==> src/hdl/pebrw_pkg.sv <==
// Shared constants for the base relocation walker.
package pebrw_pkg;

  localparam int unsigned CfgIdxW = 2;
  localparam logic [CfgIdxW-1:0] CFG_IMAGE_BASE = 2'd0;
  localparam logic [CfgIdxW-1:0] CFG_RELOC_DELTA = 2'd1;
  localparam logic [CfgIdxW-1:0] CFG_DIR_SIZE = 2'd2;

  localparam logic [1:0] KIND_PATCH = 2'd0;
  localparam logic [1:0] KIND_BAD_TYPE = 2'd1;
  localparam logic [1:0] KIND_MALFORMED = 2'd2;

  localparam logic [2:0] PH_RVA_LO = 3'd0;
  localparam logic [2:0] PH_RVA_HI = 3'd1;
  localparam logic [2:0] PH_SIZE_LO = 3'd2;
  localparam logic [2:0] PH_SIZE_HI = 3'd3;
  localparam logic [2:0] PH_ENTRIES = 3'd4;

  localparam logic [3:0] TYPE_PAD = 4'd0;
  localparam logic [3:0] TYPE_DIR64 = 4'd10;

  localparam logic [31:0] BYTES_SAT = 32'hFFFF_FFFF;
  localparam logic [31:0] BYTES_NEAR_SAT = 32'hFFFF_FFFE;
  localparam logic [31:0] HDR_BYTES = 32'd8;

  typedef struct packed {
    logic [1:0]  kind;
    logic [63:0] addr;
  } result_t;

endpackage

==> src/hdl/pe_base_relocation_walker_top.sv <==
// Base relocation directory walker: header parse, entry decode, patch address output.
//
// Usage:
//   Input channel: one 16-bit directory word per accepted in_valid/!in_stall cycle.
//   Output channel: one word per patch site (kind 0) or error (kind 1, 2) on
//   out_valid/!out_stall. Words that yield nothing produce no output.
//   Configuration: cfg_we with cfg_index (0 image base, 1 delta, 2 dir size)
//   and cfg_data; write only while the block is idle.
//   Throughput: one word per cycle while in_stall is low; the parse state
//   and the 64-bit three-operand address sum sit between the input
//   handshake and the result register.
//   Stall: a two-entry output buffer (result register plus skid register)
//   lets one more word be accepted while a result waits; in_stall rises
//   only when both entries are full.
//   Reset: clears the walk state, the halt flag, the registers and the
//   output buffer; the walker then expects the first header word.
module pe_base_relocation_walker_top
  import pebrw_pkg::*;
(
  input  logic               clk,
  input  logic               rst_n,
  input  logic               in_valid,
  output logic               in_stall,
  input  logic [15:0]        in_dir_word,
  output logic               out_valid,
  input  logic               out_stall,
  output logic [1:0]         out_kind,
  output logic [63:0]        out_patch_address,
  input  logic               cfg_we,
  input  logic [CfgIdxW-1:0] cfg_index,
  input  logic [63:0]        cfg_data
);

  logic [63:0] image_base_r;
  logic [63:0] reloc_delta_r;
  logic [31:0] dir_size_r;

  logic [2:0]  phase_r, phase_nxt;
  logic [31:0] page_rva_r, page_rva_nxt;
  logic [31:0] block_bytes_r, block_bytes_nxt;
  logic [30:0] entries_left_r, entries_left_nxt;
  logic [31:0] consumed_r, consumed_nxt;
  logic        halted_r, halted_nxt;

  logic        out_valid_r;
  result_t     out_res_r;
  logic        skid_valid_r;
  result_t     skid_res_r;

  logic        in_acc;
  logic        take;
  logic        res_valid;
  result_t     res;
  logic [31:0] size_full;
  logic [30:0] el_dec;
  logic [3:0]  ent_type;
  logic        out_take;

  assign in_stall = skid_valid_r;
  assign in_acc = in_valid && !in_stall;
  assign take = in_acc && !halted_r && (reloc_delta_r != 64'd0) && (dir_size_r != 32'd0)
                && (consumed_r < dir_size_r);
  assign size_full = {in_dir_word, block_bytes_r[15:0]};
  assign el_dec = (entries_left_r == 31'd0) ? 31'd0 : entries_left_r - 31'd1;
  assign ent_type = in_dir_word[15:12];

  always_comb begin
    phase_nxt = phase_r;
    page_rva_nxt = page_rva_r;
    block_bytes_nxt = block_bytes_r;
    entries_left_nxt = entries_left_r;
    consumed_nxt = consumed_r;
    halted_nxt = halted_r;
    res_valid = 1'b0;
    res.kind = KIND_PATCH;
    res.addr = image_base_r + {32'd0, page_rva_r} + {52'd0, in_dir_word[11:0]};
    if (take) begin
      consumed_nxt = (consumed_r >= BYTES_NEAR_SAT) ? BYTES_SAT : consumed_r + 32'd2;
      case (phase_r)
        PH_RVA_LO: begin
          page_rva_nxt = {page_rva_r[31:16], in_dir_word};
          phase_nxt = PH_RVA_HI;
        end
        PH_RVA_HI: begin
          page_rva_nxt = {in_dir_word, page_rva_r[15:0]};
          phase_nxt = PH_SIZE_LO;
        end
        PH_SIZE_LO: begin
          block_bytes_nxt = {block_bytes_r[31:16], in_dir_word};
          phase_nxt = PH_SIZE_HI;
        end
        PH_SIZE_HI: begin
          block_bytes_nxt = size_full;
          if (size_full < HDR_BYTES || size_full[0]) begin
            halted_nxt = 1'b1;
            phase_nxt = PH_RVA_LO;
            res_valid = 1'b1;
            res.kind = KIND_MALFORMED;
            res.addr = 64'd0;
          end else begin
            entries_left_nxt = size_full[31:1] - 31'd4;
            phase_nxt = (size_full == HDR_BYTES) ? PH_RVA_LO : PH_ENTRIES;
          end
        end
        default: begin
          entries_left_nxt = el_dec;
          if (el_dec == 31'd0) begin
            phase_nxt = PH_RVA_LO;
          end
          if (ent_type == TYPE_DIR64) begin
            res_valid = 1'b1;
          end else if (ent_type != TYPE_PAD) begin
            halted_nxt = 1'b1;
            res_valid = 1'b1;
            res.kind = KIND_BAD_TYPE;
            res.addr = 64'd0;
          end
        end
      endcase
    end
  end

  always_ff @(posedge clk) begin
    if (!rst_n) begin
      image_base_r <= 64'd0;
      reloc_delta_r <= 64'd0;
      dir_size_r <= 32'd0;
    end else if (cfg_we) begin
      case (cfg_index)
        CFG_IMAGE_BASE: image_base_r <= cfg_data;
        CFG_RELOC_DELTA: reloc_delta_r <= cfg_data;
        CFG_DIR_SIZE: dir_size_r <= cfg_data[31:0];
        default: ;
      endcase
    end
  end

  always_ff @(posedge clk) begin
    if (!rst_n) begin
      phase_r <= PH_RVA_LO;
      page_rva_r <= 32'd0;
      block_bytes_r <= 32'd0;
      entries_left_r <= 31'd0;
      consumed_r <= 32'd0;
      halted_r <= 1'b0;
    end else begin
      phase_r <= phase_nxt;
      page_rva_r <= page_rva_nxt;
      block_bytes_r <= block_bytes_nxt;
      entries_left_r <= entries_left_nxt;
      consumed_r <= consumed_nxt;
      halted_r <= halted_nxt;
    end
  end

  assign out_take = out_valid_r && !out_stall;

  // hold the result register while stalled; spill into the skid register
  always_ff @(posedge clk) begin
    if (!rst_n) begin
      out_valid_r <= 1'b0;
      skid_valid_r <= 1'b0;
    end else if (!out_valid_r || out_take) begin
      if (skid_valid_r) begin
        out_valid_r <= 1'b1;
        skid_valid_r <= 1'b0;
      end else begin
        out_valid_r <= res_valid;
      end
    end else if (res_valid) begin
      skid_valid_r <= 1'b1;
    end
  end

  always_ff @(posedge clk) begin
    if (!out_valid_r || out_take) begin
      if (skid_valid_r) begin
        out_res_r <= skid_res_r;
      end else if (res_valid) begin
        out_res_r <= res;
      end
    end else if (res_valid) begin
      skid_res_r <= res;
    end
  end

  assign out_valid = out_valid_r;
  assign out_kind = out_res_r.kind;
  assign out_patch_address = out_res_r.addr;

endmodule
==> config.mk <==
export PLATFORM = sky130hd
export DESIGN_NAME = pe_base_relocation_walker_top
export DESIGN_NICKNAME = d
export VERILOG_FILES = /design/src/hdl/pebrw_pkg.sv /design/src/hdl/pe_base_relocation_walker_top.sv
export SDC_FILE = /design/constraint.sdc
export NUM_CORES = 1
export LEC_CHECK = 0
export BUFFER_PORTS_ARGS = -buffer_cell sky130_fd_sc_hd__buf_2
export CORE_MARGIN = 4
export CORE_UTILIZATION = 45
export CTS_BUF_LIST = sky130_fd_sc_hd__clkbuf_4
export DETAILED_ROUTE_END_ITERATION = 10
export PLACE_DENSITY = 0.7
export SYNTH_ARGS = -nofsm -noshare
export SYNTH_HDL_FRONTEND = slang
export SYNTH_SLANG_ARGS = --single-unit
==> constraint.sdc <==
create_clock -name clk -period 16.5 [get_ports clk]
set_input_delay 0.825 -clock clk [delete_from_list [all_inputs] [get_ports clk]]
set_output_delay 0.825 -clock clk [all_outputs]
set_load 0.05 [all_outputs]
==> impl_results.md <==
- Status: finished, final reports clean
- Final worst-path setup slack: 11.95 ns
- Largest net degree at the start of global routing: 115
- Layout Nets: 2756
- Max Fclk: 220 MHz
- TritonCTS Buffers: 107
- Mapped Avg Cell Area: 8.69 um^2
- Max-cap violations: 0
- Vias in the first global route: 17520
- Startpoint Class: register
- Top cells by count, synth: nand2_1, a21oi_1, dfxtp_1, nor2_1, edfxtp_1
- Starting Density: 45.7%
- TritonCTS clock tree: yes
- Hold depth: 3
- Endpoints failing hold: 0
- Fraction of layout cells with a size suffix above 1: 15.6%
- GRT Total Usage: 23.3%
- Routed wire per std cell: 18.8 um
- Synth Cell Area: between 20000 and 25000 um^2
- Post-synth EDFFs: 132
- H-tree depth: 3
- Critical path class: reg -> reg
- DRC viols: 0
- Max VDD drop: 0.0560 mV
- Ys Warns: 0
- Register area share after synthesis: between 40 and 50%
- Worst Path Arrival: 5.11 ns
- Ranking of synthesized cells by area: dfxtp_1, edfxtp_1, nand2_1
- Die width: between 200 and 250 um
- Worst-case clock skew: 0.0739 ns
- CP endpoint kind: register
- DIE AREA: 50900 um^2
- Max clock buf depth: 3
- CTS root buf: clkbuf_4
- First-pass GRT wire length: approximately 96000 um
- Vias: 18944
- Resized Gates After CTS: 0
- RSZ-0062 raised after global routing: false
- Die H: 226 um
- First-pass DRT Iterations: 5
- Top cell type's share of synthesized area: 26.0%
- Asr flop ratio synth: 0%
- Unique cell type count in the Yosys netlist: 89
- Post-Syn Instances: 2453
- Clock slew at reported path FFs: 0.06 ns
- Antenna violations before repair: 2
- Hold Crit Class: in -> reg
- P&R area growth vs syn: 11.1%
- Fin crit period: between 4 and 5 ns
- CP max FO: 15
- Reg2Reg Depth: 14
- PortBufs: 154
- Biggest area consumer among synthesized cells: dfxtp_1
- Worst-margin pin slew: 1.30 ns
- TritonCTS Sinks: 409
- Total grt overflow: 0
- Worst skew pair latency: roughly 0.86 ns
- RD Place Congestion: 0.927
- Remaining antenna violation count: 0
- Synth Register Bits: 409
- PwrDens: 99.8 nW/um^2
- Core Rows: 79
- Top FF cell, synth: dfxtp_1
- Leakage power: 0.00885 uW
- Worst EP required: about 17 ns
- Setup_tns: 0 ns
- I/O pin cnt: approximately 160
- Hold buffers post-CTS: 0
- Synthesized netlist net count: around 2600
- Post-Route WL: around 61000 um
- Vias/cell: just under 6
- Final period util: 27.6%
- DP HPWL: 43200 um
- Core area: 46700 um^2
- Setup-failing EPs final: 0
- DR iter-0 viols: about 2000
- Max-Slew Margin vs Limit: between 10% and 20%
- Final Max Slew Viols: 0
- Cell with the most instances after synthesis: nand2_1
- Post-CTS setup buffer count: 0
- Place WS: 11.25 ns
==> worst max-delay path, cell delays in order (launching register included) <==
cell and delay [ns]:
dfxtp_1 0.35, inv_1 0.07, fa_1 0.51, inv_1 0.04, ha_1 0.23, inv_1 0.08
fa_1 0.21, nor2b_1 0.07, o31a_1 0.28, o31ai_1 0.48, a2111oi_2 0.19, o21ai_1 1.03
a2111oi_0 0.33, xnor2_1 0.29, o21ai_0 0.12
==> metrics by stage <==
step / util, % / total power (uW) / std cells / cell area, um^2 / hold WS (ns)
final: 50.8 / 2360 / 3257 / 23700 / 0.237
after global routing: 50.8 / 2480 / 3257 / 23700 / 0.195
after CTS: 50.7 / 2380 / 3255 / 23700 / 0.159
after detailed placement: 47.8 / 1490 / 3068 / 22300 / 0.447
after global placement: 47.8 / 1490 / 3068 / 22300 / 0.442
after floorplan: - / 1390 / 2453 / 21300 / 0.431
==> cell families after synthesis <==
family                     Yosys count  share of synthesized area [%]
and+or+nand+nor                    992                           22.8
AOI/OAI and AO/OA                  609                           17.0
DFF                                409                           44.6
buffers and inverters              233                           4.54
adders and majority gates           99                           6.27
xor gates and xnor gates            88                           3.62
muxes                               23                           1.11
==> cells in the final DEF (no fill, tap or decap), types with 35 or more instances in the layout <==
master / instances
xor2_1: 35
inv_1: 64
a21oi_1: 296
dfxtp_1: 276
xnor2_1: 53
nand3_1: 46
o21ai_0: 124
buf_2: 154
nor4_1: 41
nor3_1: 47
ha_1: 86
nand2_1: 467
clkbuf_4: 163
edfxtp_1: 132
nor2_1: 174
==> flip-flops by register name, indices dropped and copies added, names as in the netlist <==
signal and flops:
dir_size_r 32, consumed_r 32, out_kind 2, out_patch_address 64
block_bytes_r 16, reloc_delta_r 64, entries_left_r 31, phase_r 3
in_stall 1, page_rva_r 32, out_valid 1, image_base_r 64
halted_r 1, skid_res_r 66
==> power by group <==
| part | switching [uW] | total [uW] | internal, uW |
|---|---|---|---|
| Sequential | 23.9 | 1100 | 1070 |
| Combinational | 250 | 386 | 136 |
| Clock | 416 | 880 | 464 |
| Total | 690 | 2360 | 1670 |
==> layer usage <==
| metal | track usage (%) | share of wire [%] | vias to the layer above |
|---|---|---|---|
| li1 | - | - | 9073 |
| met1 | 35.0 | 46 | 8963 |
| met2 | 33.5 | 43 | 816 |
| met3 | 4.74 | 8.8 | 92 |
| met4 | 7.79 | 2.4 | 0 |
| met5 | 0 | 0 | - |
==> final cells by class <==
type	instances	area (um^2)
clock inverters	24	135
fillers	4450	23000
well taps	607	759
clock buffers	163	1220
multi-input cells	1811	10900
repair buffers	174	921
inverters	67	256
diodes	2	5.00
flip-flops and latches	409	9510
==> path summary, 6_finish.rpt <==
| path | from | to | slack [ns] |
|---|---|---|---|
| min reg2reg | reloc_delta_r[41]$_SDFFE_PN0P_ | reloc_delta_r[41]$_SDFFE_PN0P_ | 0.45 |
| max reg2reg | image_base_r[1]$_SDFFE_PN0P_ | out_patch_address[63]$_DFFE_PP_ | 11.95 |
| max | image_base_r[1]$_SDFFE_PN0P_ | out_patch_address[63]$_DFFE_PP_ | 11.95 |
| min | cfg_data[47] | reloc_delta_r[47]$_SDFFE_PN0P_ | 0.24 |
(Power assumes the default switching activity.)
